`config.mk`:
```
export PLATFORM = sky130hd
export DESIGN_NAME = cpu_set_id_mask_converter
export DESIGN_NICKNAME = d
export VERILOG_FILES = /design/src/sv/csidm_pkg.sv /design/src/sv/csidm_front.sv /design/src/sv/csidm_queue.sv /design/src/sv/csidm_back.sv /design/src/sv/cpu_set_id_mask_converter.sv
export SDC_FILE = /design/constraint.sdc
export NUM_CORES = 2
export LEC_CHECK = 0
export BUFFER_PORTS_ARGS = -buffer_cell sky130_fd_sc_hd__buf_2
export CELL_PAD_IN_SITES_DETAIL_PLACEMENT = 0
export CELL_PAD_IN_SITES_GLOBAL_PLACEMENT = 1
export CORE_MARGIN = 3
export CORE_UTILIZATION = 36
export DETAILED_ROUTE_END_ITERATION = 10
export PLACE_DENSITY = 0.53
export REMOVE_ABC_BUFFERS = 1
export SLEW_MARGIN = 25
export SYNTH_ARGS = -nofsm -noshare
export SYNTH_HDL_FRONTEND = slang
export SYNTH_SLANG_ARGS = --single-unit
```
`constraint.sdc`:
```
create_clock -name clk_i -period 14.8 [get_ports clk_i]
set_clock_uncertainty 0.1 [all_clocks]
set_input_delay 2.96 -clock clk_i [delete_from_list [all_inputs] [get_ports clk_i]]
set_output_delay 2.96 -clock clk_i [all_outputs]
set_load 0.03 [all_outputs]
```
`src/sv/csidm_pkg.sv`:
```
// Shared types and constants for the CPU set ID mask converter.
// Holds command, status and queue item encodings used by every module.
// No dependencies.
package csidm_pkg;

  // Default sizes, handed to the top level as parameter defaults
  localparam int MAX_GROUPS_DEF = 32;
  localparam int PROCS_DEF      = 64;

  // Field widths fixed by the port definition
  localparam int CMD_W      = 2;
  localparam int SETID_W    = 32;
  localparam int GIDX_W     = 5;
  localparam int MASK_W     = 64;
  localparam int STATUS_W   = 2;
  localparam int ID_W       = 21;
  localparam int TOTAL_W    = 12;
  localparam int GCNT_W     = 6;
  localparam int CFG_IDX_W  = 2;
  localparam int CFG_DATA_W = 12;

  // Widest group and cpu indexes over the parameter ranges
  localparam int GROUP_W = 6;
  localparam int CPU_W   = 6;
  localparam int ACTIVE_W = 7;

  // Decoupling queue depth
  localparam int QUEUE_DEPTH = 2;
  localparam int QPTR_W      = $clog2(QUEUE_DEPTH);

  // ID encoding: group << 16 | 0x100 | cpu
  localparam logic [SETID_W-1:0] ID_BIAS = 32'h0000_0100;
  localparam int GROUP_SHIFT = 16;
  localparam logic [7:0] CPU_FIELD = 8'hFF;

  // Configuration register indexes
  localparam logic [CFG_IDX_W-1:0] CFG_GROUP_COUNT = 2'd0;
  localparam logic [CFG_IDX_W-1:0] CFG_LIST_CAP    = 2'd1;

  typedef enum logic [CMD_W-1:0] {
    CMD_CLEAR = 2'd0,
    CMD_ADD   = 2'd1,
    CMD_WRITE = 2'd2,
    CMD_EMIT  = 2'd3
  } cmd_e;

  typedef enum logic [STATUS_W-1:0] {
    STATUS_OK        = 2'd0,
    STATUS_BAD_ID    = 2'd1,
    STATUS_BAD_GROUP = 2'd2,
    STATUS_IGNORED   = 2'd3
  } status_e;

  // Work the back end carries out for one classified command
  typedef enum logic [2:0] {
    OP_CLEAR  = 3'd0,
    OP_ADD    = 3'd1,
    OP_WRITE  = 3'd2,
    OP_EMIT   = 3'd3,
    OP_REPORT = 3'd4
  } op_e;

  typedef struct packed {
    op_e                op;
    status_e            status;
    logic [GROUP_W-1:0] grp;
    logic [CPU_W-1:0]   cpu;
    logic [MASK_W-1:0]  mask;
  } item_t;

  typedef struct packed {
    logic               valid;
    status_e            status;
    logic [ID_W-1:0]    id;
    logic               stored;
    logic               empty;
    logic [TOTAL_W-1:0] total;
    logic               fits;
    logic               last;
  } res_t;

endpackage

```
`src/sv/csidm_front.sv`:
```
// Front end: accepts commands, decodes IDs, checks groups and keeps the
// sticky add error. Pushes one classified item per command into the queue.
// Depends on csidm_pkg.
module csidm_front #(
  parameter int MAX_GROUPS      = csidm_pkg::MAX_GROUPS_DEF,
  parameter int PROCS_PER_GROUP = csidm_pkg::PROCS_DEF
) (
  input  logic                             clk_i,
  input  logic                             rst_ni,
  input  logic                             start_i,
  input  logic                             full_i,
  input  logic [csidm_pkg::CMD_W-1:0]      command_i,
  input  logic [csidm_pkg::SETID_W-1:0]    cpu_set_id_i,
  input  logic [csidm_pkg::GIDX_W-1:0]     group_index_i,
  input  logic [csidm_pkg::MASK_W-1:0]     mask_value_i,
  input  logic [csidm_pkg::GCNT_W-1:0]     group_count_i,
  output logic                             busy_o,
  output logic                             push_o,
  output csidm_pkg::item_t                 item_o
);

  logic                                err_q, err_d;
  logic                                accept;
  logic                                set_err;
  logic [csidm_pkg::ACTIVE_W-1:0]      active;
  logic [csidm_pkg::SETID_W-1:0]       id_off;
  logic [15:0]                         id_grp;
  logic [7:0]                          id_cpu;
  logic                                grp_ok, cpu_ok, gi_ok;
  csidm_pkg::cmd_e                     cmd;

  assign accept = start_i && !full_i;
  assign busy_o = full_i;
  assign push_o = accept;
  assign cmd    = csidm_pkg::cmd_e'(command_i);

  // Number of valid groups, capped by the table size
  assign active = (csidm_pkg::ACTIVE_W'(group_count_i) < csidm_pkg::ACTIVE_W'(MAX_GROUPS))
                ? csidm_pkg::ACTIVE_W'(group_count_i)
                : csidm_pkg::ACTIVE_W'(MAX_GROUPS);

  // Decode the ID: the group wraps for IDs below the bias
  assign id_off = cpu_set_id_i - csidm_pkg::ID_BIAS;
  assign id_grp = id_off[csidm_pkg::SETID_W-1:csidm_pkg::GROUP_SHIFT];
  assign id_cpu = cpu_set_id_i[7:0] & csidm_pkg::CPU_FIELD;

  assign grp_ok = id_grp < 16'(active);
  assign cpu_ok = id_cpu < 8'(PROCS_PER_GROUP);
  assign gi_ok  = csidm_pkg::ACTIVE_W'(group_index_i) < active;

  // Classify the command
  always_comb begin
    set_err       = 1'b0;
    item_o.op     = csidm_pkg::OP_REPORT;
    item_o.status = csidm_pkg::STATUS_OK;
    item_o.grp    = csidm_pkg::GROUP_W'(group_index_i);
    item_o.cpu    = id_cpu[csidm_pkg::CPU_W-1:0];
    item_o.mask   = mask_value_i;
    unique case (cmd)
      csidm_pkg::CMD_CLEAR: begin
        item_o.op = csidm_pkg::OP_CLEAR;
      end
      csidm_pkg::CMD_ADD: begin
        priority if (err_q) begin
          item_o.status = csidm_pkg::STATUS_IGNORED;
        end else if (!grp_ok) begin
          item_o.status = csidm_pkg::STATUS_BAD_GROUP;
          set_err       = 1'b1;
        end else if (!cpu_ok) begin
          item_o.status = csidm_pkg::STATUS_BAD_ID;
          set_err       = 1'b1;
        end else begin
          item_o.op  = csidm_pkg::OP_ADD;
          item_o.grp = id_grp[csidm_pkg::GROUP_W-1:0];
        end
      end
      csidm_pkg::CMD_WRITE: begin
        if (!gi_ok) item_o.status = csidm_pkg::STATUS_BAD_GROUP;
        else        item_o.op     = csidm_pkg::OP_WRITE;
      end
      csidm_pkg::CMD_EMIT: begin
        if (!gi_ok) item_o.status = csidm_pkg::STATUS_BAD_GROUP;
        else        item_o.op     = csidm_pkg::OP_EMIT;
      end
      default: begin
        item_o.op = csidm_pkg::OP_REPORT;
      end
    endcase
  end

  // Sticky add error: clear drops it, a bad add raises it
  always_comb begin
    err_d = err_q;
    if (accept) begin
      if (cmd == csidm_pkg::CMD_CLEAR) err_d = 1'b0;
      else if (set_err)                err_d = 1'b1;
    end
  end

  always_ff @(posedge clk_i or negedge rst_ni) begin
    if (!rst_ni) begin
      err_q <= 1'b0;
    end else begin
      err_q <= err_d;
    end
  end

endmodule

```
`src/sv/csidm_queue.sv`:
```
// Short FIFO between the front and back ends of the converter.
// Holds classified items so either side can stall on its own.
// Depends on csidm_pkg.
module csidm_queue (
  input  logic              clk_i,
  input  logic              rst_ni,
  input  logic              push_i,
  input  csidm_pkg::item_t  item_i,
  output logic              full_o,
  input  logic              pop_i,
  output logic              valid_o,
  output csidm_pkg::item_t  item_o
);

  localparam int CNT_W = $clog2(csidm_pkg::QUEUE_DEPTH + 1);

  csidm_pkg::item_t                 ent_q [csidm_pkg::QUEUE_DEPTH];
  logic [csidm_pkg::QPTR_W-1:0]     wr_q, wr_d, rd_q, rd_d;
  logic [CNT_W-1:0]                 cnt_q, cnt_d;
  logic                             do_push, do_pop;

  assign full_o  = cnt_q == CNT_W'(csidm_pkg::QUEUE_DEPTH);
  assign valid_o = cnt_q != '0;
  assign item_o  = ent_q[rd_q];
  assign do_push = push_i && !full_o;
  assign do_pop  = pop_i && valid_o;

  // Advance pointers and occupancy
  always_comb begin
    wr_d  = wr_q;
    rd_d  = rd_q;
    cnt_d = cnt_q;
    if (do_push) wr_d = (wr_q == csidm_pkg::QPTR_W'(csidm_pkg::QUEUE_DEPTH - 1))
                      ? '0 : wr_q + 1'b1;
    if (do_pop)  rd_d = (rd_q == csidm_pkg::QPTR_W'(csidm_pkg::QUEUE_DEPTH - 1))
                      ? '0 : rd_q + 1'b1;
    if (do_push && !do_pop)      cnt_d = cnt_q + 1'b1;
    else if (do_pop && !do_push) cnt_d = cnt_q - 1'b1;
  end

  always_ff @(posedge clk_i or negedge rst_ni) begin
    if (!rst_ni) begin
      wr_q  <= '0;
      rd_q  <= '0;
      cnt_q <= '0;
    end else begin
      wr_q  <= wr_d;
      rd_q  <= rd_d;
      cnt_q <= cnt_d;
    end
  end

  // Entry storage
  always_ff @(posedge clk_i) begin
    if (do_push) ent_q[wr_q] <= item_i;
  end

endmodule

```
`src/sv/csidm_back.sv`:
```
// Back end: owns the group mask memory and the running total, carries out
// clear, add, write and emit, reports rejected commands, and registers every result.
// Depends on csidm_pkg.
module csidm_back #(
  parameter int MAX_GROUPS      = csidm_pkg::MAX_GROUPS_DEF,
  parameter int PROCS_PER_GROUP = csidm_pkg::PROCS_DEF
) (
  input  logic                            clk_i,
  input  logic                            rst_ni,
  input  logic                            valid_i,
  input  csidm_pkg::item_t                item_i,
  output logic                            pop_o,
  input  logic [csidm_pkg::TOTAL_W-1:0]   list_cap_i,
  output csidm_pkg::res_t                 res_o
);

  localparam int GW = (MAX_GROUPS > 1) ? $clog2(MAX_GROUPS) : 1;
  localparam int CW = (PROCS_PER_GROUP > 1) ? $clog2(PROCS_PER_GROUP) : 1;
  localparam int PW = PROCS_PER_GROUP;

  localparam logic [1:0] BK_IDLE = 2'd0;
  localparam logic [1:0] BK_ADD  = 2'd1;
  localparam logic [1:0] BK_EMIT = 2'd2;
  localparam logic [1:0] BK_WALK = 2'd3;

  logic [1:0]                       state_q, state_d;
  logic [PW-1:0]                    mem [MAX_GROUPS];
  logic [MAX_GROUPS-1:0]            vld_q, vld_d;
  logic [PW-1:0]                    rd_q;
  logic                             rd_vld_q;
  logic [PW-1:0]                    walk_q, walk_d;
  logic [GW-1:0]                    g_q, g_d;
  logic [CW-1:0]                    cpu_q, cpu_d;
  logic [csidm_pkg::TOTAL_W-1:0]    total_q, total_d, total_inc;
  csidm_pkg::res_t                  res_q, res_d;

  logic                             rd_en, wr_en;
  logic [GW-1:0]                    wr_addr;
  logic [PW-1:0]                    wr_data;
  logic [PW-1:0]                    rd_word, cur, low, rest;
  logic [CW-1:0]                    bit_idx;

  assign rd_word   = rd_vld_q ? rd_q : '0;
  assign cur       = (state_q == BK_EMIT) ? rd_word : walk_q;
  assign low       = cur & (~cur + 1'b1);
  assign rest      = cur & ~low;
  assign total_inc = (total_q != '1) ? total_q + 1'b1 : total_q;
  assign pop_o     = (state_q == BK_IDLE) && valid_i;
  assign res_o     = res_q;

  // Encode the isolated lowest set bit
  always_comb begin
    bit_idx = '0;
    for (int i = 0; i < PW; i++) begin
      if (low[i]) bit_idx = bit_idx | CW'(i);
    end
  end

  // Sequence the current command
  always_comb begin
    state_d = state_q;
    vld_d   = vld_q;
    walk_d  = walk_q;
    g_d     = g_q;
    cpu_d   = cpu_q;
    total_d = total_q;
    rd_en   = 1'b0;
    wr_en   = 1'b0;
    wr_addr = g_q;
    wr_data = rd_word | (PW'(1) << cpu_q);
    res_d        = '0;
    res_d.status = csidm_pkg::STATUS_OK;
    res_d.total  = total_q;

    unique case (state_q)
      BK_IDLE: begin
        if (valid_i) begin
          g_d   = item_i.grp[GW-1:0];
          cpu_d = item_i.cpu[CW-1:0];
          unique case (item_i.op)
            csidm_pkg::OP_CLEAR: begin
              vld_d       = '0;
              total_d     = '0;
              res_d.total = '0;
              res_d.valid = 1'b1;
              res_d.last  = 1'b1;
            end
            csidm_pkg::OP_WRITE: begin
              wr_en       = 1'b1;
              wr_addr     = item_i.grp[GW-1:0];
              wr_data     = item_i.mask[PW-1:0];
              vld_d[item_i.grp[GW-1:0]] = 1'b1;
              res_d.valid = 1'b1;
              res_d.last  = 1'b1;
            end
            csidm_pkg::OP_ADD: begin
              rd_en   = 1'b1;
              state_d = BK_ADD;
            end
            csidm_pkg::OP_EMIT: begin
              rd_en   = 1'b1;
              state_d = BK_EMIT;
            end
            default: begin
              res_d.status = item_i.status;
              res_d.valid  = 1'b1;
              res_d.last   = 1'b1;
            end
          endcase
        end
      end
      BK_ADD: begin
        wr_en       = 1'b1;
        vld_d[g_q]  = 1'b1;
        res_d.valid = 1'b1;
        res_d.last  = 1'b1;
        state_d     = BK_IDLE;
      end
      BK_EMIT, BK_WALK: begin
        res_d.valid = 1'b1;
        if (cur == '0) begin
          res_d.empty = 1'b1;
          res_d.last  = 1'b1;
          state_d     = BK_IDLE;
        end else begin
          res_d.id     = (csidm_pkg::ID_W'(g_q) << csidm_pkg::GROUP_SHIFT)
                       | csidm_pkg::ID_W'(csidm_pkg::ID_BIAS)
                       | csidm_pkg::ID_W'(bit_idx);
          res_d.stored = total_q < list_cap_i;
          res_d.total  = total_inc;
          res_d.last   = rest == '0;
          total_d      = total_inc;
          walk_d       = rest;
          state_d      = (rest == '0) ? BK_IDLE : BK_WALK;
        end
      end
      default: begin
        state_d = BK_IDLE;
      end
    endcase
    res_d.fits = res_d.total <= list_cap_i;
  end

  always_ff @(posedge clk_i or negedge rst_ni) begin
    if (!rst_ni) begin
      state_q <= BK_IDLE;
      vld_q   <= '0;
      total_q <= '0;
      res_q   <= '0;
    end else begin
      state_q <= state_d;
      vld_q   <= vld_d;
      total_q <= total_d;
      res_q   <= res_d;
    end
  end

  // Walk state
  always_ff @(posedge clk_i) begin
    walk_q <= walk_d;
    g_q    <= g_d;
    cpu_q  <= cpu_d;
  end

  // Group mask memory: one write port, one registered read port
  always_ff @(posedge clk_i) begin
    if (wr_en) mem[wr_addr] <= wr_data;
    if (rd_en) begin
      rd_q     <= mem[item_i.grp[GW-1:0]];
      rd_vld_q <= vld_q[item_i.grp[GW-1:0]];
    end
  end

endmodule

```
`src/sv/cpu_set_id_mask_converter.sv`:
```
// Top level of the CPU set ID mask converter.
// Holds the configuration registers and joins front end, queue and back end.
// Depends on csidm_pkg, csidm_front, csidm_queue and csidm_back.
//
// Usage:
//   Commands enter on start_i while busy_o is low: clear, add an encoded ID,
//   write a group mask word, or emit a group's IDs. Every result appears for
//   one cycle with result_valid_o high; last_o marks the final result of a
//   command. The receiver cannot stall, so results are never held back.
//   Configuration writes (group count, list capacity) use cfg_valid_i and
//   cfg_ready_o, are always taken, and belong between commands when idle.
// Flow:
//   A taken command is registered in the queue; the back end then pops it
//   and registers its result. Clear, write and rejected commands finish on
//   the pop; an add reads and then writes the mask memory; an emit reads the
//   mask memory, then gives one result per set bit, or a single empty result
//   if the mask is empty.
//   A two-entry queue lets commands be taken while the back end works;
//   busy_o is high while that queue is full.
// Reset:
//   All masks read as zero, the total and the error flag are cleared, the
//   group count is 1 and the list capacity 0.
module cpu_set_id_mask_converter #(
  parameter int MAX_GROUPS      = csidm_pkg::MAX_GROUPS_DEF,
  parameter int PROCS_PER_GROUP = csidm_pkg::PROCS_DEF
) (
  input  logic                              clk_i,
  input  logic                              rst_ni,
  input  logic                              start_i,
  output logic                              busy_o,
  input  logic [csidm_pkg::CMD_W-1:0]       command_i,
  input  logic [csidm_pkg::SETID_W-1:0]     cpu_set_id_i,
  input  logic [csidm_pkg::GIDX_W-1:0]      group_index_i,
  input  logic [csidm_pkg::MASK_W-1:0]      mask_value_i,
  output logic                              result_valid_o,
  output logic [csidm_pkg::STATUS_W-1:0]    status_o,
  output logic [csidm_pkg::ID_W-1:0]        id_out_o,
  output logic                              id_stored_o,
  output logic                              group_empty_o,
  output logic [csidm_pkg::TOTAL_W-1:0]     total_count_o,
  output logic                              fits_o,
  output logic                              last_o,
  input  logic                              cfg_valid_i,
  output logic                              cfg_ready_o,
  input  logic [csidm_pkg::CFG_IDX_W-1:0]   cfg_index_i,
  input  logic [csidm_pkg::CFG_DATA_W-1:0]  cfg_data_i
);

  logic [csidm_pkg::GCNT_W-1:0]   group_count_q;
  logic [csidm_pkg::TOTAL_W-1:0]  list_cap_q;
  logic                           push, full, pop, q_valid;
  csidm_pkg::item_t               push_item, pop_item;
  csidm_pkg::res_t                res;

  // Configuration registers, always ready
  assign cfg_ready_o = 1'b1;

  always_ff @(posedge clk_i or negedge rst_ni) begin
    if (!rst_ni) begin
      group_count_q <= csidm_pkg::GCNT_W'(1);
      list_cap_q    <= '0;
    end else if (cfg_valid_i && cfg_ready_o) begin
      if (cfg_index_i == csidm_pkg::CFG_GROUP_COUNT) begin
        group_count_q <= cfg_data_i[csidm_pkg::GCNT_W-1:0];
      end else if (cfg_index_i == csidm_pkg::CFG_LIST_CAP) begin
        list_cap_q <= cfg_data_i[csidm_pkg::TOTAL_W-1:0];
      end
    end
  end

  csidm_front #(
    .MAX_GROUPS      (MAX_GROUPS),
    .PROCS_PER_GROUP (PROCS_PER_GROUP)
  ) u_front (
    .clk_i         (clk_i),
    .rst_ni        (rst_ni),
    .start_i       (start_i),
    .full_i        (full),
    .command_i     (command_i),
    .cpu_set_id_i  (cpu_set_id_i),
    .group_index_i (group_index_i),
    .mask_value_i  (mask_value_i),
    .group_count_i (group_count_q),
    .busy_o        (busy_o),
    .push_o        (push),
    .item_o        (push_item)
  );

  csidm_queue u_queue (
    .clk_i   (clk_i),
    .rst_ni  (rst_ni),
    .push_i  (push),
    .item_i  (push_item),
    .full_o  (full),
    .pop_i   (pop),
    .valid_o (q_valid),
    .item_o  (pop_item)
  );

  csidm_back #(
    .MAX_GROUPS      (MAX_GROUPS),
    .PROCS_PER_GROUP (PROCS_PER_GROUP)
  ) u_back (
    .clk_i      (clk_i),
    .rst_ni     (rst_ni),
    .valid_i    (q_valid),
    .item_i     (pop_item),
    .pop_o      (pop),
    .list_cap_i (list_cap_q),
    .res_o      (res)
  );

  // Drive the result ports
  assign result_valid_o = res.valid;
  assign status_o       = res.status;
  assign id_out_o       = res.id;
  assign id_stored_o    = res.stored;
  assign group_empty_o  = res.empty;
  assign total_count_o  = res.total;
  assign fits_o         = res.fits;
  assign last_o         = res.last;

endmodule

```
Word level (Yosys, flattened, before mapping)
Memories as Yosys holds them, arrays and structs flattened. A register that Yosys moved wholly into a read port is not among the register bits.
Cells that the tools add are included.
Storage, ports and cells
  memories: 2
  RAM bits: 2210
  word-level logic and storage cells: 313
  register bits after elaboration: 173
Memories
  u_back.mem: depth 32, width 64, read ports 1, clocked after Yosys merged registers in 1, write ports 1, line csidm_back.sv:27  | logic [PW-1:0] mem [MAX_GROUPS];
  u_queue.ent_q: depth 2, width 81, read ports 1, clocked after Yosys merged registers in 0, write ports 1, line csidm_queue.sv:17  | csidm_pkg::item_t ent_q [csidm_pkg::QUEUE_DEPTH];
Cells by class
  mux-type cells: 214
  add/subtract/negate cells: 7
  eq/ne operators: 20
  magnitude comparators: 10
  shift operators: 1
  reductions and logical operators: 31
  bitwise operators: 8
Operators with widths (count)
  $mux 64: 10
  $mux 6: 47
  $mux 12: 13
  $and 64x64->64: 2
  $logic_not 64->1: 2
  $mux 32: 4
  $not 64->64: 2
  $pmux 32 s2: 2
  $mux 5: 24
  $add 64x1->64 const B: 1
  $or 32x32->32: 2
  $or 64x64->64: 1
  $shl 1x6->64 const A: 1
  $mux 3: 19
  $mux 2: 27
  $mux 1: 46
  $mux 22: 2
  $mux 4: 8
  $sub 32x9->32 const B: 1
  $pmux 12 s2: 1
  $mux 23: 1
  $or 21x6->21: 1
  $lt 16x7->1: 1
  $add 12x1->12 const B: 1
  35 further kinds: 72

Longest topological paths before layout
  depth in word-level cells: 72
  mapped depth: 22
  mapped depth without buffers: 16

By module
From an unflattened synthesis, not the netlist that was laid out.
Second synthesis, totals
  cell total of the unflattened synthesis: 4921
  area total of the unflattened synthesis: 97223.2 um2
By module, submodules not included
  csidm_back: seq. area each 67299.5 um2, times used 1, cells an instance 4441, area an instance 88735.1 um2
  csidm_queue: seq. area each 4964.8 um2, times used 1, cells an instance 271, area an instance 6444.9 um2
  csidm_front: seq. area each 25.0 um2, times used 1, cells an instance 168, area an instance 1290.0 um2
  cpu_set_id_mask_converter: seq. area each 451.7 um2, times used 1, cells an instance 41, area an instance 753.2 um2

Worst setup path after synthesis
OpenSTA, ideal clock, no wires.
  path kind: input port to flip-flop
  from: in start_i
  to: mem u_queue.ent_q[0][0] in the netlist's numbering, enable pin
  arrival time: 6402 ps
  stages on the path: 2
  buffers on the path: 0
  slack: 7779 ps
  cells stage by stage: nand2_1 -> nor2_1
Between the ends
  longest elaborated chain between the ends: 4
RTL lines
  start: declaration: line cpu_set_id_mask_converter.sv:29  | input logic start_i,
  $logic_and 1x1->1: line csidm_front.sv:32  | assign accept = start_i && !full_i;
  $logic_and 1x1->1: line csidm_queue.sv:25  | assign do_push = push_i && !full_o;
  $mux 1: line csidm_queue.sv:55  | if (do_push) ent_q[wr_q] <= item_i;
  $mux 1 (implied by the code): line csidm_queue.sv:55
  end: declaration: line csidm_queue.sv:17
No other way between the ends.

==> results.yml <==
floorplan:
  die_x_microns: 525
  start_util_pct: 36.4
  fp.dieH_microns: 525
  dieArea_sq_um: 276000
  core_region_area_sq_um: 267000
  rows: 189
  ios: 163
clocking:
  cts.sinks: 2435
  htree_num_levels: 5
  hold_buffers: 0
  ctsResizeCount: 0
  cts_buffers: 281
  cts_tree: "yes"
  cts_buffer_depth: 4
  clockRootBuffer: "clkbuf_16"
  postCtsSetupBuffers: 0
  clkTransAtPathRegs_ns: 0.06
  insertion_delay_ns: 0.86
setup_path:
  worst_setup_path_start_kind: "flop"
  cp_top_family: "simple AND/OR/NAND/NOR gates"
  path_cells: "buf_4, nor2b_4, buf_4, mux2i_1, nand4_1, nor4_1, nand4_1, o41ai_2, buf_4, a31oi_1, nand4_1, xor2_1, nor2_1, ha_1, nand4_1, or2_2, o221ai_1, o21ai_0"
  reg2reg_depth: 18
  critPathMaxStageDelay_ns: 0.96
  setup.worst_path.start: "u_back.state_q[0]$_DFFE_PN0P_"
  arrival_ns: 7.74
  worstPathRequired_ns: 15.38
  crit_type: "flop to flop"
  r2r_start: "u_back.state_q[0]$_DFFE_PN0P_"
  crit_path_frequent_cell: "nand4_1"
  crit_cells: 18
  worst-path-buf-inv: 3
  slowest_stage: "o41ai_2"
  crit_path_end_kind: "flop"
  cp_max_fo: 45
power_and_ir_drop:
  ir_worst_vdd_mv: 0.118
  power.internal_mw: 15.0
  comb_power_share_pct: 30.5
  p_sw_mw: 8.11
  switching_share_pct: 35.0
  pwr-share-clk_pct: 28.9
  p_leak_nw: 37.2
  powerDensity_nw_per_um2: 207
  power_frac_seq_pct: 40.6
detailed_routing:
  via_count: 57000
  drt-initial-drc-count: 6412
  antenna_left: 0
  viasPerCell: 5.74
  drc: 0
  wirelength_mm: 322
  drtPass1Iterations: 6
  wl_per_cell_microns: 32.5
flow_run:
  maxCapViolations: 0
finish:
  finalNetCount: 6333
  multiInputGateArea_sq_um: 23600
  seq_area_sq_um: 72700
  layout.cells.non_filler: 9927
  area_growth_pct: 15.5
  drive_gt1_share_pct: 19.3
  fillers: 24000
global_route:
  grt_first_pass_wirelength_mm: 451
  grt_max_degree: 171
  track_usage_pct: 22.9
  antenna_found_initial: 16
  grt_overflow: 0
  grt_pass1_vias: 56200
worst_hold_path:
  hp-start: "u_back.vld_q[21]$_DFFE_PN0P_"
  hp-class: "flop to flop"
  min_path_cells: 2
synth:
  synthCells: 5893
  synthFlopType: "edfxtp_1"
  async_flop_share_pct: 3.61
  ys_types: 83
  ys_seq_area_share_pct: 74.9
  avgSynthCellArea_sq_um: 16.5
  ys_warn_count: 0
  netlist_area_sq_um: 97000
  synth_edf_count: 2347
  ys_ff_latch: 2435
outcome:
  outcome: "completed"
timing:
  fin_crit_ns: 7.16
  finalCritPeriodShare_pct: 48.4
  worstMarginPinSlew_ns: 1.12
  setup_viol: 0
  finalHoldViolCount: 0
  slew_violations: 0
  slew_headroom_pct: 25.2
  fmax_mhz: 140
  setup_tns_ns: 0
  rsz0062_at_grt: "false"
placement:
  dp_hpwl_mm: 184
  place.gp.congestion: 0.939
  portBuffers: 152
  dp.cells: 9426
[cell usage in the layout, fill, tap and decap left out, types with 96 or more instances in the layout]
| master | n |
|---|---|
| a21oi_1 | 122 |
| a22oi_1 | 130 |
| a311oi_1 | 99 |
| a31oi_1 | 122 |
| and3_1 | 124 |
| buf_2 | 151 |
| buf_4 | 185 |
| clkbuf_16 | 289 |
| edfxtp_1 | 2347 |
| mux2i_1 | 96 |
| mux4_2 | 324 |
| nand2_1 | 891 |
| nand3_1 | 224 |
| nor2_1 | 177 |
[sequential cells by signal, summed over array words and instances (netlist names), 5 cells and up]
signal         count
u_back.vld_q      32
u_back.res_o      31
group_count_q      6
u_queue.ent_q    160
u_back.walk_q     63
u_back.g_q         5
list_cap_q        12
u_back.rd_q       64
u_back.mem      2048
u_back.cpu_q       6
[synthesized netlist by cell type (all sizes together), types with 8 or more instances]
cell    instances  area share, %
a311oi         99           0.89
nand3b         10          0.077
o22ai          59           0.38
mux2           34           0.40
a21o           11          0.085
and4b          20           0.21
nand3         224            1.2
and2           43           0.28
a21oi         166           0.86
edfxtp       2347             73
mux4          324            7.5
xor2           11          0.099
a22o           20           0.18
a221oi         20           0.18
inv            41           0.16
nor2b          16           0.11
clkbuf        249           0.96
nor3b           8          0.062
a31oi         122           0.79
and3          125           0.81
nor2          219           0.85
nand4          58           0.37
or2            16           0.10
nor4           27           0.20
nor3           62           0.32
o21a           10          0.077
o21ai          46           0.24
nand2b         17           0.11
ha             34           0.44
nand2         895            3.5
mux2i         104            1.1
a22oi         130            1.0
a211oi         28           0.22
o221ai         23           0.21
dfrtp          87            2.2
buf           104           0.49
[final timing paths]
path	to	slack, ns
max in group asynchronous	u_back.vld_q[23]$_DFFE_PN0P_	11.33
max reg2reg	u_back.res_o[1]$_DFF_PN0_	7.64
min reg2reg	u_back.vld_q[21]$_DFFE_PN0P_	0.39
min in group asynchronous	u_queue.cnt_q[1]$_DFFE_PN0P_	2.07
max	u_back.res_o[1]$_DFF_PN0_	7.64
min	u_back.vld_q[21]$_DFFE_PN0P_	0.39
[metal layers]
layer	wire length (microns)	vias up	global-route usage (%)	share of wire, %
met2	152000	2222	36.6	47
met4	8910	4	5.99	2.8
met3	20200	437	3.17	6.3
li1	-	23900	-	-
met1	141000	30400	32.9	44
met5	26	-	0	0.0081
[worst min-delay path: cells and delay by family (launching register included)]
kind,cells,cell delay (ns)
AOI/OAI and AO/OA,1,0.04
and+or+nand+nor,1,0.07
DFF,1,0.33
[logic make-up (layout without fill, tap and decap cells)]
| kind of cell | after synthesis | in the layout | share of synthesized area [%] |
|---|---|---|---|
| xor+xnor | 17 | 17 | 0.153 |
| simple gates | 1764 | 1764 | 8.32 |
| fa+ha+maj | 35 | 35 | 0.449 |
| compound gates | 784 | 784 | 5.55 |
| buf+inv | 394 | 881 | 1.61 |
| flops | 2435 | 2435 | 74.9 |
| other cells | 2 | 16 | 0.00774 |
| mux | 462 | 462 | 9.01 |
[power groups by stage]
stage | Combinational (mW) | Sequential, mW | Clock, mW
after floorplan | 4.25 | 9.70 | 0
after global placement | 7.01 | 9.55 | 0
after detailed placement | 7.08 | 9.54 | 0
after CTS | 7.10 | 9.41 | 6.83
after global routing | 7.52 | 9.45 | 7.11
final | 7.06 | 9.41 | 6.68
[final cells by class]
| cell class | count | area share, % |
|---|---|---|
| Clock inverter | 132 | 1.05 |
| Inverter | 41 | 0.154 |
| Antenna cell | 6 | 0.0134 |
| Sequential cell | 2435 | 64.9 |
| Clock buffer | 361 | 6.75 |
| Tap cell | 3533 | 3.95 |
| Timing Repair Buffer | 347 | 2.12 |
| Multi-Input combinational cell | 3072 | 21.1 |
[through the flow]
step                instance area (sq um)  util (%)  setup WS [ns]  hold WS [ns]  total power, mW
global placement                   103000      38.6           7.81         0.371             16.6
finish                             112000      42.0           7.64         0.387             23.2
detailed placement                 103000      38.7           7.70         0.380             16.6
global route                       112000      42.0           7.02         0.418             24.1
floorplan                           95700         -         -55.11         0.356             13.9
CTS                                112000      42.0           7.71         0.395             23.3
(Power assumes the default switching activity.)
